$ cat config.mk
export PLATFORM = sky130hd
export DESIGN_NAME = contiguous_block_allocator
export DESIGN_NICKNAME = d
export VERILOG_FILES = /design/src/hw/rtl/cba_pkg.sv /design/src/hw/rtl/cba_block_map.sv /design/src/hw/rtl/cba_directory.sv /design/src/hw/rtl/contiguous_block_allocator.sv
export SDC_FILE = /design/constraint.sdc
export NUM_CORES = 1
export LEC_CHECK = 0
export ABC_AREA = 1
export BUFFER_PORTS_ARGS = -buffer_cell sky130_fd_sc_hd__clkbuf_2
export CAP_MARGIN = 20
export CELL_PAD_IN_SITES_DETAIL_PLACEMENT = 0
export CELL_PAD_IN_SITES_GLOBAL_PLACEMENT = 2
export CORE_MARGIN = 5
export CORE_UTILIZATION = 43
export DETAILED_ROUTE_END_ITERATION = 7
export PLACE_DENSITY = 0.9
export SYNTH_ARGS = -nofsm -noshare
export SYNTH_HDL_FRONTEND = slang
export SYNTH_HIERARCHICAL = 1
export SYNTH_SLANG_ARGS = --single-unit
$ cat constraint.sdc
create_clock -name clock -period 12.15 [get_ports clock]
set_input_delay 1.8225 -clock clock [delete_from_list [all_inputs] [get_ports clock]]
set_output_delay 1.8225 -clock clock [all_outputs]
set_load 0.03 [all_outputs]
$ cat src/hw/rtl/cba_pkg.sv
// Shared types and codes of the contiguous block allocator.
package cba_pkg;

   // Request codes
   localparam logic [1:0] REQ_CREATE = 2'd0;
   localparam logic [1:0] REQ_DELETE = 2'd1;
   localparam logic [1:0] REQ_EXTEND = 2'd2;

   // Status codes
   localparam logic [2:0] ST_OK        = 3'd0;
   localparam logic [2:0] ST_EXISTS    = 3'd1;
   localparam logic [2:0] ST_BAD_SIZE  = 3'd2;
   localparam logic [2:0] ST_NO_SPACE  = 3'd3;
   localparam logic [2:0] ST_NOT_FOUND = 3'd4;

   // Reset value of the disk size register
   localparam logic [6:0] DISK_BLOCKS_RESET = 7'd64;

   typedef struct packed {
      logic [1:0] req_type;
      logic [3:0] file_number;
      logic [6:0] block_count;
   } cba_req_type;

   typedef struct packed {
      logic [2:0] status;
      logic [5:0] start_block;
      logic [6:0] file_blocks;
   } cba_rsp_type;

   // Control of the rotating block map
   typedef struct packed {
      logic shift;
      logic wr;
      logic wr_bit;
   } cba_map_ctrl_type;

   // Control of the directory
   typedef struct packed {
      logic rd;
      logic wr;
      logic set_valid;
      logic clr_valid;
   } cba_dir_cmd_type;

endpackage

$ cat src/hw/rtl/cba_block_map.sv
// Used/free map of disk blocks held in a rotating shift register.
module cba_block_map #(
   parameter int MAX_BLOCKS = 64
) (
   input  logic                          clock,
   input  logic                          reset,
   input  cba_pkg::cba_map_ctrl_type     ctrl,
   output logic                          head,
   output logic [$clog2(MAX_BLOCKS)-1:0] pos,
   output logic                          last
);

   localparam int AW = $clog2(MAX_BLOCKS);

   logic [MAX_BLOCKS-1:0] map_ff, map_in;
   logic [AW-1:0]         pos_ff, pos_in;
   logic                  last_pos;

   assign last_pos = (pos_ff == AW'(MAX_BLOCKS - 1));
   assign head     = map_ff[0];
   assign pos      = pos_ff;
   assign last     = last_pos;

   // Rotate one block per cycle while shift is high; the head bit may be rewritten as it passes
   always_comb begin
      map_in = map_ff;
      pos_in = pos_ff;
      if (ctrl.shift) begin
         map_in = {(ctrl.wr ? ctrl.wr_bit : map_ff[0]), map_ff[MAX_BLOCKS-1:1]};
         pos_in = last_pos ? '0 : pos_ff + AW'(1);
      end
   end

   always_ff @(posedge clock) begin
      if (reset) begin
         map_ff <= '0;
         pos_ff <= '0;
      end else begin
         map_ff <= map_in;
         pos_ff <= pos_in;
      end
   end

endmodule

$ cat src/hw/rtl/cba_directory.sv
// File directory: valid bits plus start and size memory indexed by file number.
module cba_directory #(
   parameter int MAX_FILES = 16,
   parameter int AW        = 6
) (
   input  logic                         clock,
   input  logic                         reset,
   input  cba_pkg::cba_dir_cmd_type     cmd,
   input  logic [$clog2(MAX_FILES)-1:0] rd_idx,
   input  logic [$clog2(MAX_FILES)-1:0] wr_idx,
   input  logic [AW-1:0]                wr_start,
   input  logic [6:0]                   wr_size,
   output logic [AW-1:0]                rd_start,
   output logic [6:0]                   rd_size,
   output logic [MAX_FILES-1:0]         valid
);

   logic [AW-1:0]        start_mem_ff [MAX_FILES];
   logic [6:0]           size_mem_ff  [MAX_FILES];
   logic [AW-1:0]        rd_start_ff;
   logic [6:0]           rd_size_ff;
   logic [MAX_FILES-1:0] valid_ff, valid_in;

   assign rd_start = rd_start_ff;
   assign rd_size  = rd_size_ff;
   assign valid    = valid_ff;

   // Write and registered read of the entry memory
   always_ff @(posedge clock) begin
      if (cmd.wr) begin
         start_mem_ff[wr_idx] <= wr_start;
         size_mem_ff[wr_idx]  <= wr_size;
      end
      if (cmd.rd) begin
         rd_start_ff <= start_mem_ff[rd_idx];
         rd_size_ff  <= size_mem_ff[rd_idx];
      end
   end

   // Set or drop the valid bit of the written slot
   always_comb begin
      valid_in = valid_ff;
      if (cmd.set_valid) valid_in[wr_idx] = 1'b1;
      if (cmd.clr_valid) valid_in[wr_idx] = 1'b0;
   end

   always_ff @(posedge clock) begin
      if (reset) begin
         valid_ff <= '0;
      end else begin
         valid_ff <= valid_in;
      end
   end

endmodule

$ cat src/hw/rtl/contiguous_block_allocator.sv
// First-fit contiguous block allocator, top level.
//
// Requests (create, delete, extend) enter on req_data when start is high and
// busy is low. Each request gives exactly one response beat: rsp_valid is high
// for one cycle with rsp_data, and the receiver must take it then; it cannot
// stall. csr_we with csr_wdata writes the disk size register (reset 64); write
// it only while busy is low and no response is pending.
//
// The block map is a shift register that rotates one block per cycle while
// a search or marking pass runs, and each pass goes once around the map.
// Create and extend make a search pass and a marking pass; delete makes the
// marking pass only. Refusals are found either on the directory lookup or
// by the search. busy is low in the cycle of the response beat, so the next
// request can be taken at the same edge that takes the beat.
//
// Reset clears the block map and the directory valid bits at once; the block
// is ready in the first cycle after reset.
module contiguous_block_allocator #(
   parameter int MAX_BLOCKS = 64,
   parameter int MAX_FILES  = 16
) (
   input  logic                 clock,
   input  logic                 reset,
   input  logic                 start,
   output logic                 busy,
   input  cba_pkg::cba_req_type req_data,
   output logic                 rsp_valid,
   output cba_pkg::cba_rsp_type rsp_data,
   input  logic                 csr_we,
   input  logic [6:0]           csr_wdata
);

   localparam int AW  = $clog2(MAX_BLOCKS);
   localparam int W   = ((AW > 7) ? AW : 7) + 2;
   localparam int FW  = $clog2(MAX_FILES);
   localparam int FIW = ((FW > 4) ? FW : 4) + 1;

   typedef enum logic [2:0] {
      S_IDLE,
      S_DECIDE,
      S_SCAN,
      S_CHECK,
      S_MARK
   } state_type;

   state_type            state_ff, state_in;
   cba_pkg::cba_req_type req_ff, req_in;
   logic [6:0]           disk_blocks_ff, disk_blocks_in;
   logic                 found_ff, found_in;
   logic [6:0]           run_ff, run_in;
   logic                 hit_ff, hit_in;
   logic [W-1:0]         first_ff, first_in;
   logic [6:0]           len_ff, len_in;
   logic                 val_ff, val_in;
   logic                 rsp_valid_ff, rsp_valid_in;
   cba_pkg::cba_rsp_type rsp_ff, rsp_in;

   cba_pkg::cba_map_ctrl_type map_ctrl;
   cba_pkg::cba_dir_cmd_type  dir_cmd;
   logic                      head;
   logic [AW-1:0]             pos;
   logic                      last;
   logic [AW-1:0]             dir_rd_start;
   logic [6:0]                dir_rd_size;
   logic [MAX_FILES-1:0]      dir_valid;

   logic [FIW-1:0] acc_fn_w, fn_w;
   logic [FW-1:0]  acc_idx, fn_idx;
   logic           slot_ok, slot_valid;
   logic [W-1:0]   pos_w, disk_w, cnt_w, end_w, db_w, mb_w;
   logic           in_disk, finish;

   function automatic cba_pkg::cba_rsp_type fail_rsp(input logic [2:0] code);
      cba_pkg::cba_rsp_type r;
      r.status      = code;
      r.start_block = '0;
      r.file_blocks = '0;
      return r;
   endfunction

   // Slot decode
   assign acc_fn_w   = FIW'(req_data.file_number);
   assign acc_idx    = acc_fn_w[FW-1:0];
   assign fn_w       = FIW'(req_ff.file_number);
   assign fn_idx     = fn_w[FW-1:0];
   assign slot_ok    = (fn_w < FIW'(MAX_FILES));
   assign slot_valid = dir_valid[fn_idx];

   // Wide arithmetic domain for block positions
   assign pos_w   = W'(pos);
   assign db_w    = W'(disk_blocks_ff);
   assign mb_w    = W'(MAX_BLOCKS);
   assign disk_w  = (db_w < mb_w) ? db_w : mb_w;
   assign cnt_w   = W'(req_ff.block_count);
   assign end_w   = W'(dir_rd_start) + W'(dir_rd_size);
   assign in_disk = (pos_w < disk_w);
   assign finish  = (state_ff == S_MARK) && last;

   // Map control: rotate during both passes, rewrite inside the marked run
   always_comb begin
      map_ctrl.shift  = (state_ff == S_SCAN) || (state_ff == S_MARK);
      map_ctrl.wr     = (state_ff == S_MARK) && (pos_w >= first_ff) &&
                        (pos_w < first_ff + W'(len_ff));
      map_ctrl.wr_bit = val_ff;
   end

   // Directory control: read at accept, update at the end of the marking pass
   always_comb begin
      dir_cmd.rd        = (state_ff == S_IDLE) && start;
      dir_cmd.wr        = finish && ((req_ff.req_type == cba_pkg::REQ_CREATE) ||
                                     (req_ff.req_type == cba_pkg::REQ_EXTEND));
      dir_cmd.set_valid = finish && (req_ff.req_type == cba_pkg::REQ_CREATE);
      dir_cmd.clr_valid = finish && (req_ff.req_type == cba_pkg::REQ_DELETE);
   end

   cba_block_map #(
      .MAX_BLOCKS (MAX_BLOCKS)
   ) u_map (
      .clock (clock),
      .reset (reset),
      .ctrl  (map_ctrl),
      .head  (head),
      .pos   (pos),
      .last  (last)
   );

   cba_directory #(
      .MAX_FILES (MAX_FILES),
      .AW        (AW)
   ) u_dir (
      .clock    (clock),
      .reset    (reset),
      .cmd      (dir_cmd),
      .rd_idx   (acc_idx),
      .wr_idx   (fn_idx),
      .wr_start ((req_ff.req_type == cba_pkg::REQ_CREATE) ?
                 first_ff[AW-1:0] : dir_rd_start),
      .wr_size  ((req_ff.req_type == cba_pkg::REQ_CREATE) ?
                 req_ff.block_count : dir_rd_size + req_ff.block_count),
      .rd_start (dir_rd_start),
      .rd_size  (dir_rd_size),
      .valid    (dir_valid)
   );

   // Sequencer next state
   always_comb begin
      state_in       = state_ff;
      req_in         = req_ff;
      disk_blocks_in = disk_blocks_ff;
      found_in       = found_ff;
      run_in         = run_ff;
      hit_in         = hit_ff;
      first_in       = first_ff;
      len_in         = len_ff;
      val_in         = val_ff;
      rsp_valid_in   = 1'b0;
      rsp_in         = rsp_ff;

      if (csr_we) disk_blocks_in = csr_wdata;

      unique case (state_ff)
         S_IDLE: begin
            if (start) begin
               req_in   = req_data;
               state_in = S_DECIDE;
            end
         end

         // Check the slot against the directory and the create size against the disk size
         S_DECIDE: begin
            unique case (req_ff.req_type)
               cba_pkg::REQ_CREATE: begin
                  if (!slot_ok) begin
                     rsp_valid_in = 1'b1;
                     rsp_in       = fail_rsp(cba_pkg::ST_NOT_FOUND);
                     state_in     = S_IDLE;
                  end else if (slot_valid) begin
                     rsp_valid_in = 1'b1;
                     rsp_in       = fail_rsp(cba_pkg::ST_EXISTS);
                     state_in     = S_IDLE;
                  end else if ((req_ff.block_count == 7'd0) || (cnt_w > disk_w)) begin
                     rsp_valid_in = 1'b1;
                     rsp_in       = fail_rsp(cba_pkg::ST_BAD_SIZE);
                     state_in     = S_IDLE;
                  end else begin
                     found_in = 1'b0;
                     run_in   = '0;
                     state_in = S_SCAN;
                  end
               end
               cba_pkg::REQ_DELETE: begin
                  if (slot_ok && slot_valid) begin
                     first_in = W'(dir_rd_start);
                     len_in   = dir_rd_size;
                     val_in   = 1'b0;
                     state_in = S_MARK;
                  end else begin
                     rsp_valid_in = 1'b1;
                     rsp_in       = fail_rsp(cba_pkg::ST_NOT_FOUND);
                     state_in     = S_IDLE;
                  end
               end
               cba_pkg::REQ_EXTEND: begin
                  if (slot_ok && slot_valid) begin
                     hit_in   = 1'b0;
                     state_in = S_SCAN;
                  end else begin
                     rsp_valid_in = 1'b1;
                     rsp_in       = fail_rsp(cba_pkg::ST_NOT_FOUND);
                     state_in     = S_IDLE;
                  end
               end
               default: begin
                  rsp_valid_in = 1'b1;
                  rsp_in       = fail_rsp(cba_pkg::ST_NOT_FOUND);
                  state_in     = S_IDLE;
               end
            endcase
         end

         // Search pass: count free runs for create, look for used blocks for extend
         S_SCAN: begin
            if (req_ff.req_type == cba_pkg::REQ_CREATE) begin
               if (!found_ff) begin
                  if (in_disk && !head) begin
                     if (run_ff + 7'd1 == req_ff.block_count) begin
                        found_in = 1'b1;
                        first_in = pos_w - cnt_w + W'(1);
                     end else begin
                        run_in = run_ff + 7'd1;
                     end
                  end else begin
                     run_in = '0;
                  end
               end
            end else begin
               if (head && (pos_w >= end_w) && (pos_w < end_w + cnt_w)) hit_in = 1'b1;
            end
            if (last) state_in = S_CHECK;
         end

         // Decide whether to mark
         S_CHECK: begin
            if (req_ff.req_type == cba_pkg::REQ_CREATE) begin
               if (found_ff) begin
                  len_in   = req_ff.block_count;
                  val_in   = 1'b1;
                  state_in = S_MARK;
               end else begin
                  rsp_valid_in = 1'b1;
                  rsp_in       = fail_rsp(cba_pkg::ST_NO_SPACE);
                  state_in     = S_IDLE;
               end
            end else begin
               if ((end_w + cnt_w > disk_w) || hit_ff) begin
                  rsp_valid_in = 1'b1;
                  rsp_in       = fail_rsp(cba_pkg::ST_NO_SPACE);
                  state_in     = S_IDLE;
               end else begin
                  first_in = end_w;
                  len_in   = req_ff.block_count;
                  val_in   = 1'b1;
                  state_in = S_MARK;
               end
            end
         end

         // Marking pass; send the response beat when the map is back in place
         S_MARK: begin
            if (last) begin
               rsp_valid_in = 1'b1;
               state_in     = S_IDLE;
               rsp_in       = fail_rsp(cba_pkg::ST_OK);
               if (req_ff.req_type == cba_pkg::REQ_CREATE) begin
                  rsp_in.start_block = first_ff[5:0];
                  rsp_in.file_blocks = req_ff.block_count;
               end else if (req_ff.req_type == cba_pkg::REQ_EXTEND) begin
                  rsp_in.start_block = 6'(dir_rd_start);
                  rsp_in.file_blocks = dir_rd_size + req_ff.block_count;
               end
            end
         end

         default: state_in = S_IDLE;
      endcase
   end

   always_ff @(posedge clock) begin
      if (reset) begin
         state_ff       <= S_IDLE;
         disk_blocks_ff <= cba_pkg::DISK_BLOCKS_RESET;
         rsp_valid_ff   <= 1'b0;
         found_ff       <= 1'b0;
         hit_ff         <= 1'b0;
      end else begin
         state_ff       <= state_in;
         disk_blocks_ff <= disk_blocks_in;
         rsp_valid_ff   <= rsp_valid_in;
         found_ff       <= found_in;
         hit_ff         <= hit_in;
      end
      req_ff   <= req_in;
      run_ff   <= run_in;
      first_ff <= first_in;
      len_ff   <= len_in;
      val_ff   <= val_in;
      rsp_ff   <= rsp_in;
   end

   assign busy      = (state_ff != S_IDLE);
   assign rsp_valid = rsp_valid_ff;
   assign rsp_data  = rsp_ff;

endmodule

Word-level counts from Yosys, hierarchy flattened
Memories as Yosys holds them, arrays and structs flattened. A register that Yosys moved wholly into a read port is not among the register bits.
Cells that the tools add are included.
{"block": "classes", "add_sub_neg": 8, "order_cmp": 11, "n_eq_ne": 33, "n_mux": 91, "bitwise_logic": 3, "n_reduce_logical": 34}
{"operator": "$mux 16", "count": 10}
{"operator": "$mux 7", "count": 15}
{"operator": "$mux 9", "count": 8}
{"operator": "$pmux 16 s3", "count": 1}
{"operator": "$pmux 16 s2", "count": 1}
{"operator": "$mux 1", "count": 29}
{"operator": "$ne 2x2->1 const B", "count": 14}
{"operator": "$pmux 7 s2", "count": 2}
{"operator": "$pmux 9 s3", "count": 1}
{"operator": "$mux 13", "count": 2}
{"operator": "$mux 3", "count": 7}
{"operator": "$lt 6x9->1", "count": 2}
{"operator": "$ne 3x3->1 const B", "count": 6}
{"operator": "$and 16x16->16", "count": 1}
{"operator": "$not 16->16", "count": 1}
{"operator": "$or 16x16->16", "count": 1}
{"operator": "$pmux 3 s5", "count": 1}
{"operator": "$logic_and 1x1->1", "count": 12}
{"operator": "$mux 6", "count": 2}
{"operator": "$reduce_and 6->1", "count": 2}
{"operator": "$lt 4x5->1 const B", "count": 2}
{"operator": "$reduce_and 5->1", "count": 2}
{"operator": "$add 8x2->9 const B", "count": 1}
{"operator": "$add 8x7->9", "count": 1}
{"operator": "other kinds (40)", "count": 56}
{"block": "word_totals", "ff_bits": 152, "ram_bits": 208, "input_bits": 24, "wordCells": 200, "mem_count": 2}
{"name": "u_dir.size_mem_ff", "words": 16, "word_bits": 7, "read_ports": 1, "rd_ports_with_merged_regs": 1, "write_ports": 1, "line": "cba_directory.sv:19", "text": "logic [6:0] size_mem_ff [MAX_FILES];"}
{"name": "u_dir.start_mem_ff", "words": 16, "word_bits": 6, "read_ports": 1, "rd_ports_with_merged_regs": 1, "write_ports": 1, "line": "cba_directory.sv:18", "text": "logic [AW-1:0] start_mem_ff [MAX_FILES];"}

Logic depth before layout (Yosys ltp)
Gate-level depths: netlist (run 1).
{"block": "depth", "ltp_word": 9, "depth_mapped": 26, "depth_no_buf": 26}

By module
Netlist (run 1), hierarchy kept.
{"mod": "cba_directory", "n_inst": 1, "cells_per_inst": 969, "area_each_um2": 10047.1, "seq_area_each_um2": 6956.7}
{"mod": "contiguous_block_allocator", "n_inst": 1, "cells_per_inst": 775, "area_each_um2": 5830.6, "seq_area_each_um2": 1851.8}
{"mod": "cba_block_map", "n_inst": 1, "cells_per_inst": 323, "area_each_um2": 2538.7, "seq_area_each_um2": 1401.3}

Worst setup path after synthesis (run 1)
No wires, ideal clock.
{"block": "synth_timing", "path_type": "register to register", "startpoint": "reg u_dir.rd_start_ff[2] (netlist: u_dir/rd_start[2]) (read register of u_dir.start_mem_ff)", "endpoint": "reg rsp_ff (netlist bit rsp_data[0]) (enable)", "setup_time_ns": 0.388, "t_arrival_ns": 3.721, "required_ns": 11.762, "slack_ns": 8.041, "path_stages_with_launch": 23, "n_path_buf": 0, "period_less_slack_ns": 4.109, "path_cell_list": "edfxtp_1 ha_1 a21oi_1 nand2_1 or2_2 nand2_1 inv_1 ha_1 nand2_1 nand2_1 o21bai_1 xor2_1 ha_1 nand2_1 nor2_1 nand2_1 nand3_1 nand2_1 nand2_1 a21oi_1 nand3_1 nor2_1 nor2_1"}
{"block": "synth_between", "elab_chain_cells": 6}
{"element": "start, declared", "line": "cba_directory.sv:20", "text": "logic [AW-1:0] rd_start_ff;"}
{"element": "$add 6x7->8", "line": "contiguous_block_allocator.sv:95", "text": "assign end_w = W'(dir_rd_start) + W'(dir_rd_size);"}
{"element": "$add 8x7->9", "line": "contiguous_block_allocator.sv:255", "text": "if ((end_w + cnt_w > disk_w) || hit_ff) begin"}
{"element": "$gt 9x7->1", "line": "contiguous_block_allocator.sv:255"}
{"element": "$logic_or 1x1->1", "line": "contiguous_block_allocator.sv:255"}
{"element": "$ne 3x3->1 (no source line)"}
{"element": "$reduce_and 6->1 (no source line)"}
{"element": "end signal, assigned", "line": "contiguous_block_allocator.sv:307", "text": "rsp_ff <= rsp_in;"}
{"element": "end, declared", "line": "contiguous_block_allocator.sv:56", "text": "cba_pkg::cba_rsp_type rsp_ff, rsp_in;"}
No other way between the ends.
A chain may end at the register's enable or synchronous reset.

Final worst setup path (run 1)
{"block": "layout_timing", "startpoint": "reg u_dir.rd_start_ff[0] (netlist: u_dir/rd_start[0]) (read register of u_dir.start_mem_ff)", "endpoint": "reg first_ff[2] (enable)"}
{"block": "layout_between", "elab_chain_cells": 6}
{"element": "$add 6x7->8", "line": "contiguous_block_allocator.sv:95"}
{"element": "$add 8x7->9", "line": "contiguous_block_allocator.sv:255"}
{"element": "$gt 9x7->1", "line": "contiguous_block_allocator.sv:255"}
{"element": "$logic_or 1x1->1", "line": "contiguous_block_allocator.sv:255"}
{"element": "$ne 2x2->1 (no source line)"}
{"element": "$reduce_and 9->1 (no source line)"}
{"element": "end signal, assigned", "line": "contiguous_block_allocator.sv:304", "text": "first_ff <= first_in;"}
{"element": "end, declared", "line": "contiguous_block_allocator.sv:52", "text": "logic [W-1:0] first_ff, first_in;"}
No other way between the ends.

==> results.yml, run 1 <==
routing:
  vias: 13600
  wl_per_cell_um: 18.1
  firstDrtPassIters: 6
  wirelength_um: 48400
  ant_nets: 0
  drt_iter0_drc: 1276
  via_per_inst: 5.08
  drc: 0
worst_hold_path:
  worstHoldPathType: "reg -> reg"
  min_from: "disk_blocks_ff[0]$_SDFFE_PP0P_"
final_layout:
  syn2layout_area_growth_pct: 10.9
  multi_input_area_mm2: 0.00665
  ff_latch_area_mm2: 0.0102
  finalInstanceArea_mm2: 0.0204
  insertedDiodeCount: 0
  num-fill-cells: 3960
  fin_nets: 2216
  final_cell_mix: "519 x nand2_1, 281 x inv_1, 274 x edfxtp_1"
  final_util_pct: 48.5
  final_common_cell: "nand2_1"
  drive_above_1_share_pct: 7.35
synthesis:
  yosys.cell_types.count: 48
  synth.top_cells.by_area: "edfxtp_1 45%, dfxtp_1 11%, nand2_1 11%, inv_1 5.7%, nand3_1 5.6%"
  syn_inst: 2067
  synth_seq_cells: 373
  syn_area_mm2: 0.0184
  yosysTopAreaCell: "edfxtp_1"
  ys_warn_count: 6
  yosysSeqAreaShare_pct: 55.4
  syn-num-nets: 2177
  synth_top_area_share_pct: 44.7
  syn_area_per_cell_um2: 8.91
grt:
  grt_pass1_wl_um: 74200
  gr-total-overflow: 0
  track_usage_pct: 20.2
  antenna_found_initial: 2
  grt_max_degree: 105
  grt_pass1_vias: 12800
placement:
  gp_congestion: 0.892
  dpl.hpwl_um: 31300
  pre_cts_ws_ps: 7440
  place_area_mm2: 0.0190
  portBuffers: 41
floorplan:
  dieHeight_um: 217
  core_area_mm2: 0.0421
  pin_count: 42
  num_rows: 75
  start_util_pct: 43.7
  die_area_mm2: 0.0471
  die_w_um: 217
clock_tree:
  cts_sinks: 373
  clockBufferDepth: 3
  ctsHtreeMaxLevel: 2
  clkTransAtPathRegs_ps: 60
  root_buffer: "clkbuf_16"
  post_cts_resized: 0
  clk-insertion-delay-late_ps: 580
  cts_tree: "built"
  numCtsBuffers: 43
  hold_buffers: 0
  post_cts_buffers: 0
sta:
  rsz0062_at_grt: "false"
  fin_skew_ps: 35.7
  fin_crit_ps: 4650
  worst_slew_pin_slew_ps: 911
  final-hold-violation-count: 0
  setup_viol: 0
  setup_ws_ps: 7500
  slew-limit-headroom_pct: 39.2
  setup-tns-final_ps: 0
  fmax_mhz: 215
  finalMaxSlewViolations: 0
  fin_crit_sh_pct: 38.2
critical_path:
  crit_start: "u_dir/rd_start[0]$_DFFE_PP_"
  arrival_ps: 4830
  r2r_start: "u_dir/rd_start[0]$_DFFE_PP_"
  cp_max_fo: 9
  end_kind: "register"
  startpoint_type: "register"
  rrSetupSlack_ps: 7500
  cp.required_ps: 12330
  path_class: "reg -> reg"
power:
  power_density_mw_per_mm2: 156
  p_total_mw: 3.19
  total_leakage_power_nw: 9.17
  peakVddDrop_mv: 0.115
run_status:
  outcome: "completed"
flow_run:
  cap_viol_max_count: 0
## final cells by class
type / count / area share, %
flip-flops and latches: 373 / 50.0
multi-input cells: 1326 / 32.6
clock inverters: 22 / 0.925
inverters: 291 / 5.41
clock buffers: 54 / 5.53
repair buffers: 71 / 2.28
well taps: 539 / 3.30
## per-stage QoR
step	cells	hold slack, ps
final	2676	465
after global routing	2676	490
after CTS	2672	466
after detailed placement	2596	454
after global placement	2596	451
after floorplan	2067	428
## synth_stat cells, drive strengths merged
master and count:
a211oi 2, a21boi 3, a21o 5, a21oi 52, a31o 1, a31oi 2
and3 3, buf 50, clkbuf 27, clkinv 2, dfxtp 99, edfxtp 274
fa 5, ha 81, inv 289, nand2 522, nand3 205, nand3b 6
nand4 7, nor2 243, nor3 15, o211ai 8, o21a 2, o21ai 103
o21bai 10, o221ai 3, o22ai 11, o31ai 3, or2 8, xnor2 10
xor2 16
## kinds of logic after synthesis
group	count (synthesis)	share of synthesized area [%]
compound gates	205	6.21
simple gates	1009	22.5
flops	373	55.4
buf+inv	368	8.48
xor+xnor	26	1.28
fa+ha+maj	86	6.05
## worst max-delay path: stages (launching register included)
cell	delay, ps
edfxtp_1	400
ha_1	200
inv_1	60
fa_1	350
inv_1	110
a31o_2	170
xor2_1	270
inv_1	80
ha_1	340
nand2_1	110
inv_1	40
nand2_1	60
nand3_1	110
xnor2_1	230
inv_1	70
ha_1	300
nand2_1	50
inv_1	60
nand3_1	80
a21oi_1	190
nand3_1	140
a21o_1	210
a21oi_1	610
## metal layers
layer | up-vias | global-route usage, % | part of all wire (%)
met5 | - | 0 | 0.056
met4 | 4 | 6.28 | 2.8
met3 | 90 | 3.17 | 5.5
met2 | 317 | 34.0 | 47
met1 | 6368 | 27.1 | 44
li1 | 6828 | - | -
## power by group
part	switching, mW	internal (mW)	total, mW
sequential	0.0354	1.44	1.48
combinational	0.335	0.158	0.492
clock	0.530	0.687	1.22
total	0.900	2.29	3.19
## flip-flops by register name (all words and copies together) (netlist names), 2 cells and up
| register | cells |
|---|---|
| u_dir/size_mem_ff | 112 |
| u_dir/start_mem_ff | 96 |
| u_map/map_ff | 64 |
| rsp_data | 16 |
| u_dir/valid | 16 |
| first_ff | 9 |
| cnt_w | 7 |
| disk_blocks_ff | 7 |
| len_ff | 7 |
| run_ff | 7 |
| u_dir/rd_size | 7 |
| u_dir/rd_start | 6 |
| u_map/pos | 6 |
| fn_idx | 4 |
| state_ff | 3 |
| req_ff | 2 |
## path summary, 6_finish.rpt
path                                                  endpoint  cells past startpoint
worst max-delay path                     first_ff[2]$_DFFE_PP_                     22
worst min-delay path            disk_blocks_ff[0]$_SDFFE_PP0P_                      2
worst max register to register           first_ff[2]$_DFFE_PP_                     22
worst min register to register  disk_blocks_ff[0]$_SDFFE_PP0P_                      2
Note: power is estimated with default switching activity, not from simulation.
==> run 2, diff against run 1 <==
--- a/config.mk
+++ b/config.mk
@@ -11,9 +11,9 @@
 export CELL_PAD_IN_SITES_DETAIL_PLACEMENT = 0
 export CELL_PAD_IN_SITES_GLOBAL_PLACEMENT = 2
 export CORE_MARGIN = 5
-export CORE_UTILIZATION = 43
+export CORE_UTILIZATION = 36
 export DETAILED_ROUTE_END_ITERATION = 7
-export PLACE_DENSITY = 0.9
+export PLACE_DENSITY = 0.81
 export SYNTH_ARGS = -nofsm -noshare
 export SYNTH_HDL_FRONTEND = slang
 export SYNTH_HIERARCHICAL = 1
==> constraint.sdc (replaced) <==
create_clock -name clock -period 4.15 [get_ports clock]
set_input_delay 0.6225 -clock clock [delete_from_list [all_inputs] [get_ports clock]]
set_output_delay 0.6225 -clock clock [all_outputs]
set_load 0.03 [all_outputs]
==> run 2 against run 1 <==
  * Global-route usage down 2.4 points
  * Die area grew 19%
  * Cell area up 3.7%
  * Clock skew shrank 14 ps
  * Final cell count is 6.7% higher
  * Sequential share of layout area decreased by 1.8 points
  * Non-clock buffer count increased by 48
  * Wire length increased by 4.9%
==> results.yml, run 2 (synthesis results as in run 1) <==
critical_path:
  end_kind: "register"
  startpoint_type: "register"
  crit_end: "first_ff[1]$_DFFE_PP_"
  rrSetupSlack_ps: 160
  arrival_ps: 4280
  reg2reg_to: "first_ff[1]$_DFFE_PP_"
  crit_start: "u_dir/rd_size[2]$_DFFE_PP_"
  path_class: "reg -> reg"
  cp_max_fo: 4
  cp.required_ps: 4440
  reg2reg_depth: 20
  r2r_start: "u_dir/rd_size[2]$_DFFE_PP_"
floorplan:
  die_area_mm2: 0.0558
  core_area_mm2: 0.0504
  num_rows: 82
  start_util_pct: 36.6
  dieHeight_um: 236
  die_w_um: 236
  pin_count: 42
routing:
  via_per_inst: 4.84
  firstDrtPassIters: 5
  wl_per_cell_um: 17.8
  ant_nets: 0
  vias: 13800
  drc: 0
  wirelength_um: 50800
  drt_iter0_drc: 1053
final_layout:
  syn2layout_area_growth_pct: 15.0
  multi_input_area_mm2: 0.00681
  ff_latch_area_mm2: 0.0102
  fin_nets: 2264
  insertedDiodeCount: 0
  largest_reg_flops: 112
  final_common_cell: "nand2_1"
  largestRegisters: "u_dir/size_mem_ff x112, u_dir/start_mem_ff x96, u_map/map_ff x64"
  final_cell_mix: "516 x nand2_1, 278 x inv_1, 274 x edfxtp_1"
  drive_above_1_share_pct: 10.4
  regMostFlops: "u_dir/size_mem_ff"
  num-fill-cells: 4923
sta:
  worst_slew_pin_slew_ps: 1050
  fin_skew_ps: 21.4
  finalMaxSlewViolations: 0
  setup_viol: 0
  setup_ws_ps: 163
  fmax_mhz: 251
  fin_crit_sh_pct: 96.1
  fin_crit_ps: 3990
  setup-tns-final_ps: 0
  final-hold-violation-count: 0
  slew-limit-headroom_pct: 30.2
grt:
  gr-total-overflow: 0
  grt_pass1_vias: 13200
  grt_pass1_wl_um: 77500
  antenna_found_initial: 0
  grt_max_degree: 71
  track_usage_pct: 17.7
clock_tree:
  clk-insertion-delay-late_ps: 580
  root_buffer: "clkbuf_16"
  ctsHtreeMaxLevel: 2
  numCtsBuffers: 43
  clkTransAtPathRegs_ps: 60
  cts_tree: "built"
  clockBufferDepth: 3
  hold_buffers: 0
  cts_sinks: 373
placement:
  pre_cts_ws_ps: -206
  portBuffers: 41
  gp_congestion: 0.875
  dpl.hpwl_um: 33700
power:
  peakVddDrop_mv: 0.321
  total_leakage_power_nw: 9.45
  p_total_mw: 9.85
  power_density_mw_per_mm2: 465
worst_hold_path:
  hold_depth: 1
  worstHoldPathType: "in -> reg"
  min_from: "req_data[6]"
run_status:
  outcome: "completed"
flow_run:
  cap_viol_max_count: 0
## run 2: cell types whose count changed in the layout (fill, tap and decap cells not counted), sizes merged
cell      change
bufinv        +2
inv           -2
buf          +49
clkinv        -6
clkinvlp      +1
clkbuf        +3
## run 2: what timing repair did
| action | in CTS | in global routing |
|---|---|---|
| resized for setup | 3 | 26 |
| setup endpoints to repair | 33 | 34 |
| setup buffers | 0 | 7 |
| pin swaps | 0 | 14 |
| cloned | 0 | 1 |
## run 2: worst min path at each step
| stage | to | slack [ps] |
|---|---|---|
| after floorplan | hit_ff$_SDFFE_PP0P_ | 430 |
| after global placement | u_map/map_ff[8]$_SDFFE_PP0P_ | 460 |
| after detailed placement | u_map/map_ff[10]$_SDFFE_PP0P_ | 470 |
| after CTS | cnt_w[6]$_DFFE_PP_ | 210 |
| after global routing | cnt_w[6]$_DFFE_PP_ | 230 |
| final | cnt_w[6]$_DFFE_PP_ | 240 |
## run 2: cell type report
type,instances,area share (%)
sequential,373,48.2
clock inverter,17,0.951
inverter,291,5.22
clock buffer,58,5.66
timing repair buffer,119,3.82
tap,672,3.97
multi-input combinational,1326,32.2
## run 2: through the flow
step | cells | instance area (µm²) | hold slack, ps | utilization [%]
2_1_floorplan | 2067 | 18400 | 428 | -
3_3_place_gp | 2773 | 19500 | 458 | 38.8
3_5_place_dp | 2773 | 19500 | 466 | 38.8
4_1_cts | 2848 | 21000 | 210 | 41.6
5_1_grt | 2856 | 21200 | 230 | 42.0
6_report | 2856 | 21200 | 237 | 42.0
## run 2: layer usage
metal  global-route usage [%]  wire (µm)
met5                        0          0
met1                     22.9      22600
met2                     31.0      24800
met4                     5.72       1560
met3                     2.39       1900
## run 2: power by group
group | switching, mW | total (mW) | internal [mW]
Sequential | 0.0844 | 4.31 | 4.22
Clock | 1.55 | 3.77 | 2.22
Combinational | 1.12 | 1.77 | 0.649
## run 2: worst max-delay path, cell delays in order, from the launching register on
cell	delay, ps
edfxtp_1	440
ha_4	290
a21oi_4	140
nand2_2	80
inv_1	50
o21bai_1	60
xnor2_1	230
inv_1	90
ha_1	320
a21oi_1	180
nand3_2	140
xnor2_2	190
inv_1	60
ha_1	280
a21oi_1	160
nand2_1	110
a21oi_4	210
nand3_2	120
a21o_1	220
a21oi_2	160
buf_4	170
